$ cat config.mk
export PLATFORM = sky130hd
export DESIGN_NAME = tsbr_coord
export DESIGN_NICKNAME = d
export VERILOG_FILES = /design/src/hw/rtl/tsbr_pkg.sv /design/src/hw/rtl/tsbr_coord.sv
export SDC_FILE = /design/constraint.sdc
export NUM_CORES = 1
export LEC_CHECK = 0
export BUFFER_PORTS_ARGS = -buffer_cell sky130_fd_sc_hd__buf_2
export CORE_ASPECT_RATIO = 1.5
export CORE_MARGIN = 2
export CORE_UTILIZATION = 30
export DETAILED_ROUTE_END_ITERATION = 8
export PLACE_DENSITY_LB_ADDON = 0.15
export SLEW_MARGIN = 20
export SYNTH_ARGS = -nofsm -noshare
export SYNTH_HDL_FRONTEND = slang
export SYNTH_SLANG_ARGS = --single-unit
$ cat constraint.sdc
create_clock -name clk_i -period 5.1 [get_ports clk_i]
set_input_delay 0 -clock clk_i [delete_from_list [all_inputs] [get_ports clk_i]]
set_output_delay 0 -clock clk_i [all_outputs]
set_load 0.05 [all_outputs]
$ cat src/hw/rtl/tsbr_pkg.sv
// Shared constants, types and lookup tables of the tile scroll byte renderer.
`timescale 1ns / 1ps

package tsbr_pkg;

  // Playfield and view geometry.
  localparam int FIELD_COLS        = 32;
  localparam int FIELD_ROWS        = 16;
  localparam int VIEW_ROWS         = 8;
  localparam int VIEW_WIDTH_PIXELS = 128;
  localparam int EDGE_HALF         = 1;
  localparam int TILE_COUNT        = 256;

  localparam int TILE_BYTES    = 8;
  localparam int TILE_SHIFT    = 3;
  localparam int FIELD_CELLS   = FIELD_COLS * FIELD_ROWS;
  localparam int PATTERN_BYTES = TILE_COUNT * TILE_BYTES;

  localparam int COL_W   = $clog2(FIELD_COLS);
  localparam int ROW_W   = $clog2(FIELD_ROWS);
  localparam int CELL_AW = $clog2(FIELD_CELLS);
  localparam int TILE_W  = $clog2(TILE_COUNT);
  localparam int PAT_AW  = TILE_W + TILE_SHIFT;

  // Tile sums before wrapping stay below 64 over the whole parameter range.
  localparam int SUM_W = 6;
  localparam int SUM_N = 1 << SUM_W;

  localparam int IN_TDATA_W  = 32;
  localparam int OUT_TDATA_W = 24;

  // Configuration register indexes.
  localparam int CFG_IDX_W = 1;
  localparam logic [CFG_IDX_W-1:0] REG_SCROLL_X = 1'd0;
  localparam logic [CFG_IDX_W-1:0] REG_SCROLL_Y = 1'd1;

  localparam logic [7:0] SCROLL_X_RESET = 8'd0;
  localparam logic [7:0] SCROLL_Y_RESET = 8'd232;

  typedef enum logic [1:0] {
    CMD_WRITE_CELL    = 2'd0,
    CMD_WRITE_PATTERN = 2'd1,
    CMD_RENDER        = 2'd2
  } cmd_e;

  typedef struct packed {
    logic [1:0]  command;
    logic [10:0] address;
    logic [7:0]  data;
    logic [2:0]  page_row;
    logic [6:0]  pixel_column;
  } item_t;

  typedef struct packed {
    item_t            item;
    logic             render;
    logic [COL_W-1:0] tile_col;
    logic [ROW_W-1:0] tile_row;
    logic [ROW_W-1:0] next_row;
    logic [2:0]       byte_col;
    logic [2:0]       y_shift;
  } coord_t;

  typedef struct packed {
    logic       render;
    logic [2:0] page_row;
    logic [6:0] pixel_column;
    logic [2:0] y_shift;
  } pixel_t;

  typedef logic [COL_W-1:0]  col_lut_t  [SUM_N];
  typedef logic [ROW_W-1:0]  row_lut_t  [SUM_N];
  typedef logic [TILE_W-1:0] tile_lut_t [256];

  // Wrap tables are built with a running counter, so no division is involved.
  function automatic col_lut_t build_col_lut();
    col_lut_t lut;
    int r;
    r = 0;
    for (int i = 0; i < SUM_N; i++) begin
      lut[i] = COL_W'(r);
      r++;
      if (r == FIELD_COLS) r = 0;
    end
    return lut;
  endfunction

  function automatic row_lut_t build_row_lut();
    row_lut_t lut;
    int r;
    r = 0;
    for (int i = 0; i < SUM_N; i++) begin
      lut[i] = ROW_W'(r);
      r++;
      if (r == FIELD_ROWS) r = 0;
    end
    return lut;
  endfunction

  function automatic tile_lut_t build_tile_lut();
    tile_lut_t lut;
    int r;
    r = 0;
    for (int i = 0; i < 256; i++) begin
      lut[i] = TILE_W'(r);
      r++;
      if (r == TILE_COUNT) r = 0;
    end
    return lut;
  endfunction

  localparam col_lut_t  COL_LUT  = build_col_lut();
  localparam row_lut_t  ROW_LUT  = build_row_lut();
  localparam tile_lut_t TILE_LUT = build_tile_lut();

endpackage

$ cat src/hw/rtl/tsbr_coord.sv
// Input register and tile coordinate stage of the tile scroll byte renderer.
`timescale 1ns / 1ps

module tsbr_coord (
  input  logic            clk_i,
  input  logic            rst_ni,
  input  logic [7:0]      scroll_x_i,
  input  logic [7:0]      scroll_y_i,
  input  logic            in_valid_i,
  output logic            in_ready_o,
  input  tsbr_pkg::item_t in_item_i,
  output logic            out_valid_o,
  input  logic            out_ready_i,
  output tsbr_pkg::coord_t out_coord_o
);

  logic             in_v_q;
  tsbr_pkg::item_t  item_q;
  logic             crd_v_q;
  tsbr_pkg::coord_t crd_q;
  tsbr_pkg::coord_t crd_d;

  logic ready_in;
  logic ready_crd;

  logic [7:0]                   pix;
  logic [tsbr_pkg::SUM_W-1:0]   col_sum;
  logic [tsbr_pkg::SUM_W-1:0]   row_sum;
  logic [tsbr_pkg::ROW_W-1:0]   tile_row;
  logic                         in_view;

  assign ready_crd  = !crd_v_q || out_ready_i;
  assign ready_in   = !in_v_q || ready_crd;
  assign in_ready_o = ready_in;

  always_ff @(posedge clk_i or negedge rst_ni) begin
    if (!rst_ni) begin
      in_v_q  <= 1'b0;
      crd_v_q <= 1'b0;
    end else begin
      if (ready_in)  in_v_q  <= in_valid_i;
      if (ready_crd) crd_v_q <= in_v_q;
    end
  end

  always_ff @(posedge clk_i) begin
    if (ready_in)  item_q <= in_item_i;
    if (ready_crd) crd_q  <= crd_d;
  end

  // Pixel column inside the scrolled field, then whole tiles plus the edge offset.
  always_comb begin
    pix     = {1'b0, item_q.pixel_column} + {5'b0, scroll_x_i[2:0]};
    col_sum = tsbr_pkg::SUM_W'(scroll_x_i[7:3]) + tsbr_pkg::SUM_W'(tsbr_pkg::EDGE_HALF)
            + tsbr_pkg::SUM_W'(pix[7:3]);
    row_sum = tsbr_pkg::SUM_W'(scroll_y_i[7:3]) + tsbr_pkg::SUM_W'(tsbr_pkg::EDGE_HALF)
            + tsbr_pkg::SUM_W'(item_q.page_row);
    tile_row = tsbr_pkg::ROW_LUT[row_sum];
    in_view = ({1'b0, item_q.page_row} < 4'(tsbr_pkg::VIEW_ROWS))
           && ({2'b0, item_q.pixel_column} < 9'(tsbr_pkg::VIEW_WIDTH_PIXELS));

    crd_d.item     = item_q;
    crd_d.render   = (item_q.command == tsbr_pkg::CMD_RENDER) && in_view;
    crd_d.tile_col = tsbr_pkg::COL_LUT[col_sum];
    crd_d.tile_row = tile_row;
    crd_d.next_row = (tile_row == tsbr_pkg::ROW_W'(tsbr_pkg::FIELD_ROWS - 1))
                   ? '0 : tile_row + 1'b1;
    crd_d.byte_col = pix[2:0];
    crd_d.y_shift  = scroll_y_i[2:0];
  end

  assign out_valid_o = crd_v_q;
  assign out_coord_o = crd_q;

endmodule

==> flow_summary.ini <==
[logic_synthesis]
avgSynthCellArea_sq_um = 20.1
synth_warnings = 0
synth.distinct_cells = 22
synthTopCellsByArea = edfxtp_1, ha_1, fa_1, inv_1, xnor2_1
syn_nets = 218
yosys.area.top_type = edfxtp_1
synth.top_cell.area_share_pct = 80.5
synthCells = 152
syn_area_sq_mm = 0.00306
ys_seq_elements = 84
ys_seq_area_share_pct = 82.1

[timing]
slew_viol_final = 0
maxSlewHeadroom_pct = 52.1
clock_skew_ns = 0.00618
tightest_slew_ns = 0.717
finalSetupViolCount = 0
max_freq_ghz = 0.366
min_period_over_period_pct = 53.6
fin_crit_ns = 2.74
setup_tns_ns = 0
whs_ns = 0.0400
rsz0062_at_grt = false
finalHoldViolCount = 0

[floorplan]
die-width_microns = 86.5
die_h_microns = 128
fp-row-count = 45
start_util_pct = 30.5
die_area_sq_mm = 0.0110
fp.coreArea_sq_mm = 0.0100
io_pins = 104

[detailed_routing]
first_pass_iters = 6
vias = 1751
drt_iter0_drc = 55
routed_wirelength_microns = 5550
via_per_inst = 4.10
drtAntennaViolNets = 0
wl_per_cell_microns = 13.0
drc = 0

[critical_path]
critPathKind = flop to flop
crit_cells = 12
crit_buf_inv = 2
crit_required_ns = 5.18
critPathCaptureType = flop
critPathArrivalTime_ns = 2.81
r2r_end = out_coord_o[18]
crit_path_start_kind = flop
cp_max_fo = 2
rrSetupSlack_ns = 2.36
max_stage_delay_ns = 0.43
cp_cell_sequence = ha_1 > fa_1 > a21o_1 > nand2_1 > xnor2_1 > inv_1 > fa_1 > inv_1 > a21o_1 > a21oi_2 > xor2_1 > xnor2_1
worst_path_max_delay_cell = fa_1
r2r-start = crd_d[20]
worst_r2r_path_depth = 12
crit_family = adder cells

[global_routing]
grt_pass1_vias = 1783
grt_pass1_wl_microns = 8650
grt_max_degree = 35
grt_usage_pct = 10.8
grt_overflow_total = 0
antenna_found_initial = 0

[hold_path]
hold_class = input port to flop
hold_start = scroll_y_i[6]
hold_depth = 2
hold_end = out_coord_o[13]

[power_and_ir_drop]
comb_power_share_pct = 20.6
p_sw_uw = 557
power_frac_seq_pct = 47.2
clockPowerShare_pct = 32.2
p_int_uw = 1290
power_leakage_uw = 0.00185
vdd_ir_drop_max_v = 0.000210
power_density_mw_per_mm2 = 421
switching_share_pct = 30.1

[layout]
antenna_cells = 0
layout.nets = 371
layout_commonest_cell = buf_2
fillCellCount = 914
final_cell_mix = buf_2, edfxtp_1, dlygate4sd3_1, inv_1, ha_1
area_delta_synth_final_pct = 43.6
drive_gt1_share_pct = 39.7

[job]
drv_cap = 0

[clock_tree]
cts.clk_slew.worst_paths_ns = 0.06
clock_path_buffers = 2
tritoncts = built
cts_hold_buffers = 38
cts_setup_buffers = 0
cts-resized-gates = 0
insertion_delay_ns = 0.33
cts_made_buffers = 9
htreeDepth = 3
cts_root_buf = clkbuf_16
cts_sinks = 84

[placed_design]
gp_congestion = 0.693
hpwl_microns = 3760
port_buffers = 102

[outcome]
outcome = finished clean
power groups by stage:
| stage | Sequential (uW) | Clock, uW | Combinational, uW |
|---|---|---|---|
| 4_1_cts | 876 | 621 | 386 |
| 5_1_grt | 882 | 648 | 407 |
| 6_report | 874 | 595 | 380 |
| 2_1_floorplan | 1080 | 0 | 86.9 |
| 3_3_place_gp | 886 | 0 | 362 |
| 3_5_place_dp | 890 | 0 | 362 |
registers in the layout, summed over array words and instances (netlist names):
signal,flops
out_coord_o,51
crd_d,31
in_v_q,1
out_valid_o,1
Yosys cell counts:
cell type / n
nor2_1: 2
fa_1: 3
a21oi_1: 3
nor3b_1: 1
inv_1: 14
o21a_1: 1
nand3_1: 1
nand3b_1: 1
edfxtp_1: 82
a21boi_1: 1
and2_1: 1
a21o_1: 5
ha_1: 12
dfrtp_1: 2
mux2i_1: 1
xnor2_2: 1
xor2_1: 5
xnor2_1: 6
a21oi_2: 2
nand2b_1: 4
nor2b_1: 1
nand2_1: 3
logic make-up after synthesis:
group / count (synthesis) / share of synthesized area (%)
mux: 1 / 0.327
buf+inv: 14 / 1.72
fa+ha+maj: 15 / 6.87
flops: 84 / 82.1
simple gates: 14 / 2.50
xor+xnor: 12 / 3.68
compound gates: 12 / 2.78
through the flow:
stage	instance area, sq um	utilization (%)	power, uW	setup slack [ns]	instances
5_1_grt	4390	43.8	1940	2.16	427
6_report	4390	43.8	1850	2.36	427
3_5_place_dp	3730	37.3	1250	2.33	373
4_1_cts	4390	43.8	1880	2.32	427
3_3_place_gp	3730	37.3	1250	2.36	373
2_1_floorplan	3060	-	1160	2.51	152
worst max-delay path by stage:
stage,start,endpoint,slack [ns]
finish,crd_d[20],out_coord_o[18],2.36
global route,crd_d[20],out_coord_o[18],2.16
CTS,crd_d[20],out_coord_o[18],2.32
detailed placement,crd_d[20],out_coord_o[18],2.33
global placement,crd_d[20],out_coord_o[18],2.36
floorplan,crd_d[20],out_coord_o[18],2.51
metal layers:
layer / share of wire, % / routed length, microns / vias up / global-route usage [%]
met5: 0 / 0 / - / 0
met4: 1.9 / 105 / 0 / 5.51
met3: 6.6 / 369 / 8 / 4.70
met2: 52 / 2860 / 62 / 17.3
met1: 40 / 2210 / 815 / 12.1
li1: - / - / 866 / -
layout make-up:
class | count | area, sq um | share of cell area [%]
clock inverters | 7 | 52.6 | 1.20
multi-input cells | 54 | 497 | 11.3
inverters | 14 | 52.6 | 1.20
flip-flops and latches | 84 | 2510 | 57.2
repair buffers | 142 | 906 | 20.6
well taps | 117 | 146 | 3.33
clock buffers | 9 | 225 | 5.13
(Power assumes the default switching activity.)
