$ cat config.mk
export PLATFORM = sky130hd
export DESIGN_NAME = tsbr_merge
export DESIGN_NICKNAME = d
export VERILOG_FILES = /design/src/hw/rtl/tsbr_pkg.sv /design/src/hw/rtl/tsbr_merge.sv
export SDC_FILE = /design/constraint.sdc
export NUM_CORES = 1
export LEC_CHECK = 0
export BUFFER_PORTS_ARGS = -buffer_cell sky130_fd_sc_hd__buf_2
export CAP_MARGIN = 20
export CORE_UTILIZATION = 38
export CTS_CLUSTER_SIZE = 8
export DETAILED_ROUTE_END_ITERATION = 8
export PLACE_DENSITY = 0.75
export SLEW_MARGIN = 0
export SYNTH_ARGS = -nofsm -noshare
export SYNTH_HDL_FRONTEND = slang
export SYNTH_SLANG_ARGS = --single-unit
$ cat constraint.sdc
create_clock -name clk_i -period 1.7 [get_ports clk_i]
set_input_delay 0.255 -clock clk_i [delete_from_list [all_inputs] [get_ports clk_i]]
set_output_delay 0.255 -clock clk_i [all_outputs]
set_load 0.03 [all_outputs]
$ cat src/hw/rtl/tsbr_pkg.sv
// Shared constants, types and lookup tables of the tile scroll byte renderer.
`timescale 1ns / 1ps

package tsbr_pkg;

  // Playfield and view geometry.
  localparam int FIELD_COLS        = 32;
  localparam int FIELD_ROWS        = 16;
  localparam int VIEW_ROWS         = 8;
  localparam int VIEW_WIDTH_PIXELS = 128;
  localparam int EDGE_HALF         = 1;
  localparam int TILE_COUNT        = 256;

  localparam int TILE_BYTES    = 8;
  localparam int TILE_SHIFT    = 3;
  localparam int FIELD_CELLS   = FIELD_COLS * FIELD_ROWS;
  localparam int PATTERN_BYTES = TILE_COUNT * TILE_BYTES;

  localparam int COL_W   = $clog2(FIELD_COLS);
  localparam int ROW_W   = $clog2(FIELD_ROWS);
  localparam int CELL_AW = $clog2(FIELD_CELLS);
  localparam int TILE_W  = $clog2(TILE_COUNT);
  localparam int PAT_AW  = TILE_W + TILE_SHIFT;

  // Tile sums before wrapping stay below 64 over the whole parameter range.
  localparam int SUM_W = 6;
  localparam int SUM_N = 1 << SUM_W;

  localparam int IN_TDATA_W  = 32;
  localparam int OUT_TDATA_W = 24;

  // Configuration register indexes.
  localparam int CFG_IDX_W = 1;
  localparam logic [CFG_IDX_W-1:0] REG_SCROLL_X = 1'd0;
  localparam logic [CFG_IDX_W-1:0] REG_SCROLL_Y = 1'd1;

  localparam logic [7:0] SCROLL_X_RESET = 8'd0;
  localparam logic [7:0] SCROLL_Y_RESET = 8'd232;

  typedef enum logic [1:0] {
    CMD_WRITE_CELL    = 2'd0,
    CMD_WRITE_PATTERN = 2'd1,
    CMD_RENDER        = 2'd2
  } cmd_e;

  typedef struct packed {
    logic [1:0]  command;
    logic [10:0] address;
    logic [7:0]  data;
    logic [2:0]  page_row;
    logic [6:0]  pixel_column;
  } item_t;

  typedef struct packed {
    item_t            item;
    logic             render;
    logic [COL_W-1:0] tile_col;
    logic [ROW_W-1:0] tile_row;
    logic [ROW_W-1:0] next_row;
    logic [2:0]       byte_col;
    logic [2:0]       y_shift;
  } coord_t;

  typedef struct packed {
    logic       render;
    logic [2:0] page_row;
    logic [6:0] pixel_column;
    logic [2:0] y_shift;
  } pixel_t;

  typedef logic [COL_W-1:0]  col_lut_t  [SUM_N];
  typedef logic [ROW_W-1:0]  row_lut_t  [SUM_N];
  typedef logic [TILE_W-1:0] tile_lut_t [256];

  // Wrap tables are built with a running counter, so no division is involved.
  function automatic col_lut_t build_col_lut();
    col_lut_t lut;
    int r;
    r = 0;
    for (int i = 0; i < SUM_N; i++) begin
      lut[i] = COL_W'(r);
      r++;
      if (r == FIELD_COLS) r = 0;
    end
    return lut;
  endfunction

  function automatic row_lut_t build_row_lut();
    row_lut_t lut;
    int r;
    r = 0;
    for (int i = 0; i < SUM_N; i++) begin
      lut[i] = ROW_W'(r);
      r++;
      if (r == FIELD_ROWS) r = 0;
    end
    return lut;
  endfunction

  function automatic tile_lut_t build_tile_lut();
    tile_lut_t lut;
    int r;
    r = 0;
    for (int i = 0; i < 256; i++) begin
      lut[i] = TILE_W'(r);
      r++;
      if (r == TILE_COUNT) r = 0;
    end
    return lut;
  endfunction

  localparam col_lut_t  COL_LUT  = build_col_lut();
  localparam row_lut_t  ROW_LUT  = build_row_lut();
  localparam tile_lut_t TILE_LUT = build_tile_lut();

endpackage

$ cat src/hw/rtl/tsbr_merge.sv
// Vertical merge and output register of the tile scroll byte renderer.
`timescale 1ns / 1ps

module tsbr_merge (
  input  logic                                 clk_i,
  input  logic                                 rst_ni,
  input  logic                                 in_valid_i,
  output logic                                 in_ready_o,
  input  tsbr_pkg::pixel_t                     in_pixel_i,
  input  logic [7:0]                           top_byte_i,
  input  logic [7:0]                           bottom_byte_i,
  output logic                                 out_valid_o,
  input  logic                                 out_ready_i,
  output logic [tsbr_pkg::OUT_TDATA_W-1:0]     out_data_o
);

  logic                             out_v_q;
  logic [tsbr_pkg::OUT_TDATA_W-1:0] out_data_q;
  logic [tsbr_pkg::OUT_TDATA_W-1:0] out_data_d;
  logic                             slot_free;
  logic [15:0]                      pair;

  assign slot_free = !out_v_q || out_ready_i;
  // Items without a result (writes, ignored commands, renders outside the view) leave here at once.
  assign in_ready_o = !in_pixel_i.render || slot_free;

  // Shifting the two stacked bytes right gives the top byte alone when the
  // offset is zero and the merged byte otherwise.
  always_comb begin
    pair       = {bottom_byte_i, top_byte_i} >> in_pixel_i.y_shift;
    out_data_d = {6'b0, in_pixel_i.pixel_column, in_pixel_i.page_row, pair[7:0]};
  end

  always_ff @(posedge clk_i or negedge rst_ni) begin
    if (!rst_ni) begin
      out_v_q <= 1'b0;
    end else if (slot_free) begin
      out_v_q <= in_valid_i && in_pixel_i.render;
    end
  end

  always_ff @(posedge clk_i) begin
    if (slot_free && in_valid_i && in_pixel_i.render) begin
      out_data_q <= out_data_d;
    end
  end

  assign out_valid_o = out_v_q;
  assign out_data_o  = out_data_q;

endmodule

==> results.ini, run 1 <==
[critical_path]
critPathSlowestCell = dfrtp_1
cp.buffers_inverters = 1
critPathLaunchType = register
worstSetupPathType = register to primary output
r2r_slack_ps = 510
cp_max_fo = 3
critPathRequiredTime_ps = 1440
cp_top_family = flip-flops
crit_chain = nor2b_1 -> nand2_1 -> buf_2
arrival_ps = 1090
cp_slowest_stage_delay_ps = 350
end_kind = primary output

[final_layout]
drive_above_1_share_pct = 71.0
syn_to_final_growth_pct = 30.5
final_net_count = 142
n_antenna_cell = 0

[power_and_ir_drop]
p_sw_share_pct = 25.4
clkPwrFrac_pct = 21.0
intPower_mw = 0.741
p_leak_nw = 0.539
power_frac_seq_pct = 55.3
netSwitchingPower_mw = 0.252
max-vdd-ir-drop_uv = 442
combPwrFrac_pct = 23.7
totalPowerFinal_mw = 0.992
powerDensity_nw_per_um2 = 776

[placed_design]
dpl.hpwl_um = 1360
gp_congestion = 0.635
port-buffer-count = 52

[logic_synthesis]
synth-seq-area-share_pct = 57.7
synth_top_area_share_pct = 55.2
yosys.cell_count.top_type = edfxtp_1
synthTopCellsByArea = edfxtp_1 55%, mux4_2 23%, mux2_2 9.2%
yosysWarningCount = 0
synthDistinctLibCells = 12
synthTopCellsByCount = 18 x edfxtp_1, 10 x mux4_2, 8 x mux2_2
synth-seq-cells = 19
synthFlopType = edfxtp_1
yosys.area.top_type = edfxtp_1
avgSynthCellArea_um2 = 18.8
postSynthCellCount = 52
synth_edf_count = 18
synth-async-reset-ratio_pct = 5.26
netlist_area_um2 = 980

[status]
status = finished clean

[clock_network]
ctsResizeCount = 0
cts_sinks = 19
path_clk_slew_ps = 90
cts_made_buffers = 3
clockBufferDepth = 2
root_buffer = clkbuf_4
clock_latency_ps = 280
cts_tree = yes
htreeDepth = 1
cts_setup_buffers = 0

[timing]
slew_viol_final = 0
fmax_mhz = 742
finalSetupViolCount = 0
fin_worst_skew_ps = 0.730
tns_ps = 0
whs_ps = 144
fin_crit_ps = 1350
post-route-period-util_pct = 79.2
final_hold_viol_count = 0
rsz0062_at_grt = no

[global_routing]
grt_usage_pct = 12.8
grt_pass1_wl_um = 2450
antenna_found_initial = 0
grt_overflow = 0
grt_pass1_vias = 564
grt_max_degree = 19

[drt]
antenna_left = 0
routedWlPerCell_um = 12.0
firstDrtPassIters = 1
vias_per_cell = 4.70
drt_iter0_drc = 0
post-route-drc-count = 0
wirelength_um = 1650
vias = 644

[die]
placement_rows = 18
io_pins = 60
core_um2 = 2450
die_y_um = 52.8
start_util_pct = 39.9
die_w_um = 52.8
dieArea_um2 = 2790

[worst_hold_path]
hold_path.class = input pin to register

[flow_run]
maxCapViolCount = 0

## through the flow
| step | utilization [%] | instance area, um^2 | instances | worst slack [ps] |
|---|---|---|---|---|
| after floorplan | - | 1000 | 57 | 133 |
| after global placement | 50.6 | 1240 | 132 | 103 |
| after detailed placement | 50.6 | 1240 | 132 | 93.6 |
| after CTS | 52.1 | 1280 | 137 | 330 |
| after global routing | 52.1 | 1280 | 137 | 274 |
| final | 52.1 | 1280 | 137 | 353 |
## worst register-to-register path, stage by stage, from the launching register on
cell and delay (ps):
dfrtp_1 380, nor2b_1 150, nor2_2 100, buf_4 250
## cell usage in the layout (no fill, tap or decap)
| cell type | netlist | final |
|---|---|---|
| buf_2 | 0 | 52 |
| buf_4 | 6 | 2 |
| clkbuf_1 | 0 | 1 |
| clkbuf_4 | 0 | 3 |
| conb_1 | 1 | 6 |
| dfrtp_1 | 1 | 1 |
| dlygate4sd3_1 | 0 | 1 |
| edfxtp_1 | 18 | 18 |
| mux2_2 | 8 | 8 |
| mux4_2 | 10 | 10 |
| nand2_1 | 2 | 2 |
| nand2b_1 | 1 | 1 |
| nor2_2 | 0 | 1 |
| nor2b_1 | 1 | 1 |
## worst paths after layout
| path | cells past startpoint | start | to |
|---|---|---|---|
| min in group asynchronous | 2 | rst_ni | out_valid_o |
| worst max register to register | 3 | out_valid_o | out_data_o[8] |
| worst max-delay path | 3 | out_valid_o | in_ready_o |
| worst min register to register | 2 | out_valid_o | out_valid_o |
| max in group asynchronous | 2 | rst_ni | out_valid_o |
| worst min-delay path | 1 | in_pixel_i[8] | out_data_o[16] |
## what timing repair did
action / in CTS / in global routing
hold buffers: 1 / 0
endpoints found under the setup margin: 0 / 0
endpoints found under the hold margin: 1 / 0
## state kept, by name (all words and copies together) (netlist names)
register / count
out_data_o: 18
out_valid_o: 1
## logic make-up (layout without fill, tap and decap cells)
family / count (synthesis) / count (layout) / share of synthesized area (%)
other: 1 / 6 / 0.383
DFF: 19 / 19 / 57.7
and+or+nand+nor: 5 / 5 / 2.43
buffers and inverters: 9 / 59 / 7.28
muxes: 18 / 18 / 32.2
## power groups by stage
stage,Clock [mW],Sequential (mW),Combinational [mW]
after floorplan,0,0.609,0.124
after global placement,0,0.559,0.231
after detailed placement,0,0.560,0.235
after CTS,0.225,0.549,0.237
after global routing,0.236,0.551,0.256
final,0.208,0.549,0.235
## final cells by class
class	count	area, um^2
tap	30	37.5
clock buffer	4	26.3
sequential	19	566
timing repair buffer	55	285
multi-input combinational	29	364
fill	226	1180
## metal layers
| metal | up-vias | global-route usage (%) | routed length [um] |
|---|---|---|---|
| met5 | - | 0 | 0 |
| met4 | 0 | 7.89 | 13 |
| met3 | 2 | 3.48 | 218 |
| met2 | 46 | 21.5 | 768 |
| met1 | 286 | 14.1 | 648 |
| li1 | 310 | - | - |
Power figures use the tool's default switching activity.
==> inputs of run 2 (changes only) <==
--- a/config.mk
+++ b/config.mk
@@ -7,10 +7,10 @@
 export LEC_CHECK = 0
 export BUFFER_PORTS_ARGS = -buffer_cell sky130_fd_sc_hd__buf_2
 export CAP_MARGIN = 20
-export CORE_UTILIZATION = 38
+export CORE_UTILIZATION = 42
 export CTS_CLUSTER_SIZE = 8
 export DETAILED_ROUTE_END_ITERATION = 8
-export PLACE_DENSITY = 0.75
+export PLACE_DENSITY = 0.78
 export SLEW_MARGIN = 0
 export SYNTH_ARGS = -nofsm -noshare
 export SYNTH_HDL_FRONTEND = slang
==> constraint.sdc (replaced) <==
create_clock -name clk_i -period 1.3 [get_ports clk_i]
set_input_delay 0.195 -clock clk_i [delete_from_list [all_inputs] [get_ports clk_i]]
set_output_delay 0.195 -clock clk_i [all_outputs]
set_load 0.03 [all_outputs]
==> results.ini, run 2 (synthesis results as in run 1) <==
[drt]
post-route-drc-count = 0  ; unchanged
vias = 656  ; +1.9%
antenna_left = 0  ; unchanged
routedWlPerCell_um = 12.2  ; +1.3%
wirelength_um = 1670  ; +1.3%
vias_per_cell = 4.79  ; +1.9%
firstDrtPassIters = 1  ; unchanged
drt_iter0_drc = 0  ; unchanged

[global_routing]
antenna_found_initial = 0  ; unchanged
grt_pass1_vias = 643  ; +14%
grt_max_degree = 19  ; unchanged
grt_pass1_wl_um = 2740  ; +12%
grt_overflow = 0  ; unchanged
grt_usage_pct = 14.3  ; +1.5 points

[power_and_ir_drop]
intPower_mw = 0.984  ; +33%
power_frac_seq_pct = 54.4  ; -0.9 points
p_leak_nw = 0.561  ; +4.1%
p_sw_share_pct = 25.5  ; +0.11 points
max-vdd-ir-drop_uv = 515  ; +16%
totalPowerFinal_mw = 1.32  ; +33%
clkPwrFrac_pct = 20.7  ; -0.3 points
powerDensity_nw_per_um2 = 997  ; +29%
combPwrFrac_pct = 24.9  ; +1.2 points
netSwitchingPower_mw = 0.336  ; +34%

[critical_path]
end_kind = primary output
critPathRequiredTime_ps = 1110  ; -330 ps
worstSetupPathType = register to primary output
critPathLaunchType = register
r2r_slack_ps = 100  ; -410 ps
cp_max_fo = 3  ; unchanged
arrival_ps = 1050  ; -40 ps

[timing]
fin_worst_skew_ps = 3.84  ; +3.11 ps
fin_crit_ps = 1250
slew_viol_final = 0  ; unchanged
post-route-period-util_pct = 95.9
finalSetupViolCount = 0  ; unchanged
final_hold_viol_count = 0  ; unchanged
fmax_mhz = 802

[status]
status = finished clean

[clock_network]
htreeDepth = 1  ; unchanged
clockBufferDepth = 2  ; unchanged
cts_made_buffers = 3  ; unchanged
path_clk_slew_ps = 100  ; about the same
cts_sinks = 19  ; unchanged
root_buffer = clkbuf_4
cts_tree = yes
clock_latency_ps = 280  ; about the same

[flow_run]
maxCapViolCount = 0  ; unchanged

[final_layout]
largest_reg_flops = 18  ; unchanged
finalInstanceArea_um2 = 1320  ; +3.5%
finalNonFillerCells = 137  ; unchanged
n_antenna_cell = 0  ; unchanged
final_core_util_pct = 59.8  ; +7.8 points
layout_common_cells = 51 x buf_2, 18 x edfxtp_1, 10 x mux4_2
fill_cells = 178  ; -21%
final_common_cell = buf_2
drive_above_1_share_pct = 73.4  ; +2.4 points
syn_to_final_growth_pct = 35.1
final_net_count = 144  ; +1.4%

[die]
placement_rows = 17  ; -1
start_util_pct = 44.3  ; +4.4 points
io_pins = 60  ; unchanged
core_um2 = 2210  ; -9.9%
dieArea_um2 = 2530  ; -9.2%
die_w_um = 50.3  ; -4.7%
die_y_um = 50.3  ; -4.7%

[placed_design]
place_area_um2 = 1280  ; +2.8%
port-buffer-count = 52  ; unchanged
dp.cells = 131  ; -0.76%
dpl.hpwl_um = 1400  ; +2.5%
gp_congestion = 0.718  ; +13%

[worst_hold_path]
hold_path.class = input pin to register

run 2: worst paths after layout:
path,from,end,cells past startpoint
setup / recovery,out_valid_o,in_ready_o,3
hold / removal,in_pixel_i[4],out_data_o[12],1
setup reg to reg,out_valid_o,out_data_o[9],4
hold reg to reg,out_valid_o,out_valid_o,2
max in group asynchronous,rst_ni,out_valid_o,2
min in group asynchronous,rst_ni,out_valid_o,2
run 2: power groups by stage:
| stage | Clock (mW) | Combinational, mW | Sequential, mW |
|---|---|---|---|
| after floorplan | 0 | 0.176 | 0.797 |
| after global placement | 0 | 0.318 | 0.733 |
| after detailed placement | 0 | 0.325 | 0.733 |
| after CTS | 0.291 | 0.329 | 0.719 |
| after global routing | 0.305 | 0.354 | 0.722 |
| final | 0.273 | 0.328 | 0.719 |
run 2: repair_timing:
item | in CTS | in global routing
hold endpoints to repair | 1 | 0
endpoints found under the setup margin | 0 | 1
buffers inserted | 0 | 1
hold buffers | 1 | 0
resized for setup | 0 | 1
run 2: cell type report:
cell class / count / area, um^2 / share of cell area (%)
flip-flops and latches: 19 / 567 / 42.8
well taps: 28 / 35.0 / 2.65
multi-input cells: 29 / 380 / 28.7
clock buffers: 4 / 26.3 / 1.98
repair buffers: 57 / 315 / 23.8
run 2: worst max-delay path, stage by stage, from the launching register on:
cell and delay, ps:
dfrtp_2 410, nor2b_4 130, nand2_1 60, clkbuf_4 180
run 2: stage by stage:
stage | hold slack [ps] | setup WS [ps] | setup TNS (ps)
after global routing | 70.0 | -0.0531 | -0.0531
after detailed placement | -29.6 | -247 | -1870
after floorplan | -101 | -18.2 | -137
after CTS | 70.1 | 19.9 | 0
after global placement | -30.7 | -231 | -1710
final | 83.2 | 53.1 | 0
run 2: per-layer routing:
metal / routed length, um / global-route usage [%] / vias to the layer above
li1: - / - / 313
met1: 672 / 17.1 / 295
met2: 796 / 24.9 / 46
met3: 195 / 3.03 / 2
met4: 6 / 5.56 / 0
met5: 0 / 0 / -
==> inputs of run 3 (changes only) <==
--- a/config.mk
+++ b/config.mk
@@ -7,10 +7,10 @@
 export LEC_CHECK = 0
 export BUFFER_PORTS_ARGS = -buffer_cell sky130_fd_sc_hd__buf_2
 export CAP_MARGIN = 20
-export CORE_UTILIZATION = 42
+export CORE_UTILIZATION = 45
 export CTS_CLUSTER_SIZE = 8
 export DETAILED_ROUTE_END_ITERATION = 8
-export PLACE_DENSITY = 0.78
+export PLACE_DENSITY = 0.83
 export SLEW_MARGIN = 0
 export SYNTH_ARGS = -nofsm -noshare
 export SYNTH_HDL_FRONTEND = slang
==> constraint.sdc (replaced) <==
create_clock -name clk_i -period 1.45 [get_ports clk_i]
set_input_delay 0.2175 -clock clk_i [delete_from_list [all_inputs] [get_ports clk_i]]
set_output_delay 0.2175 -clock clk_i [all_outputs]
set_load 0.03 [all_outputs]
==> results.ini, run 3 (synthesis results as in run 1) <==
[status]
status = finished clean

[clock_network]
clock_latency_ps = 280  ; about the same
cts_sinks = 19  ; unchanged
root_buffer = clkbuf_4
cts_made_buffers = 3  ; unchanged
cts_tree = yes
path_clk_slew_ps = 100  ; about the same
htreeDepth = 1  ; unchanged
clockBufferDepth = 2  ; unchanged

[die]
dieArea_um2 = 2370  ; -6.4%
start_util_pct = 48.9  ; +4.7 points
io_pins = 60  ; unchanged
core_um2 = 2000  ; -9.5%
die_w_um = 48.7  ; -3.3%
placement_rows = 16  ; -1
die_y_um = 48.7  ; -3.3%

[global_routing]
grt_max_degree = 19  ; unchanged
grt_pass1_wl_um = 2930  ; +6.8%
antenna_found_initial = 0  ; unchanged
grt_pass1_vias = 628  ; -2.3%
grt_usage_pct = 16.3  ; +2.0 points
grt_overflow = 0  ; unchanged

[final_layout]
final_core_util_pct = 65.1  ; +5.2 points
largest_reg_flops = 18  ; unchanged
drive_above_1_share_pct = 72.2  ; -1.2 points
final_net_count = 143  ; -0.69%
syn_to_final_growth_pct = 33.0
final_common_cell = buf_2
fill_cells = 156  ; -12%
seq_area_um2 = 566  ; -0.22%
layout_common_cells = 52 x buf_2, 18 x edfxtp_1, 10 x mux4_2
multi_input_area_um2 = 372  ; -2.3%
n_antenna_cell = 0  ; unchanged

[timing]
fmax_mhz = 767
finalSetupViolCount = 0  ; unchanged
rsz0062_at_grt = no
tns_ps = 0  ; unchanged
fin_crit_ps = 1300
fin_worst_skew_ps = 9.86  ; +6.02 ps
post-route-period-util_pct = 90.0
final_hold_viol_count = 0  ; unchanged
slew_viol_final = 0  ; unchanged
setup_ws_ps = 146  ; +92.5 ps

[critical_path]
end_kind = primary output
critPathSlowestCell = dfrtp_1
rr_startpoint = out_valid_o
cp_slowest_stage_delay_ps = 340  ; -70 ps
arrival_ps = 1090  ; +40 ps
cp_max_fo = 3  ; unchanged
critPathLaunchType = register
startpoint = out_valid_o
critPathRequiredTime_ps = 1230  ; +120 ps
crit_chain = nor2b_2 -> nand2_1 -> buf_2
worstSetupPathType = register to primary output

[power_and_ir_drop]
powerDensity_nw_per_um2 = 898  ; -10%
p_leak_nw = 0.549  ; -2.2%
max-vdd-ir-drop_uv = 498  ; -3.2%
totalPowerFinal_mw = 1.17  ; -11%

[flow_run]
maxCapViolCount = 0  ; unchanged

[drt]
routedWlPerCell_um = 12.3  ; +0.69%
firstDrtPassIters = 3  ; +2
vias = 658  ; +0.30%
antenna_left = 0  ; unchanged
wirelength_um = 1660  ; -0.78%
drt_iter0_drc = 1  ; +1
post-route-drc-count = 0  ; unchanged
vias_per_cell = 4.87  ; +1.8%

[worst_hold_path]
min_from = in_pixel_i[5]
hold_path.class = input pin to register

[placed_design]
gp_congestion = 0.758  ; +5.5%
dpl.hpwl_um = 1420  ; +1.5%
pre_cts_ws_ps = -105  ; +142 ps
port-buffer-count = 52  ; unchanged

==> run 3: cell count changes in the layout (fill, tap and decap cells not counted), sizes merged <==
cell    before  now
clkbuf       5    4
==> run 3: per-stage QoR <==
step	instances	hold slack, ps	area (um^2)
after floorplan	57	-78.1	1010
after global placement	130	-8.14	1260
after detailed placement	130	-6.88	1260
after CTS	135	102	1300
after global routing	135	75.8	1300
final	135	108	1300
==> run 3: cell type report <==
class	count	share of cell area (%)
Clock buffer	4	2.02
Multi-Input combinational cell	29	28.5
Sequential cell	19	43.4
Tap cell	27	2.59
Timing Repair Buffer	56	23.4
==> run 3: layer usage <==
metal	global-route usage [%]	vias up	wire (um)
met2	28.2	44	867
met3	3.46	2	151
met4	5.88	0	12
met1	20.0	302	626
met5	0	-	0
li1	-	310	-
==> run 3: report_power, final <==
part           internal (mW)  total, mW  switching, mW
sequential             0.638      0.644        0.00584
combinational          0.131      0.286          0.156
clock                  0.106      0.240          0.133
==> run 3: path summary, 6_finish.rpt <==
path	depth (start not counted)	end	slack, ps
setup / recovery	3	in_ready_o	150
hold / removal	1	out_data_o[13]	110
setup reg to reg	3	out_data_o[16]	320
hold reg to reg	2	out_valid_o	730
max in group asynchronous	2	out_valid_o	1140
min in group asynchronous	2	out_valid_o	230
==> run 3: repair_timing <==
action,4_1_cts,5_1_grt
hold endpoints to repair,1,0
gates resized for setup,0,1
endpoints found under the setup margin,0,1
setup buffers,0,0
hold buffers,1,0
==> run 3: critical path: cells and delay by family (launching register included) <==
family	cells	cell delay, ps
buffers and inverters	1	170
AND/OR/NAND/NOR	2	290
flip-flops	1	340
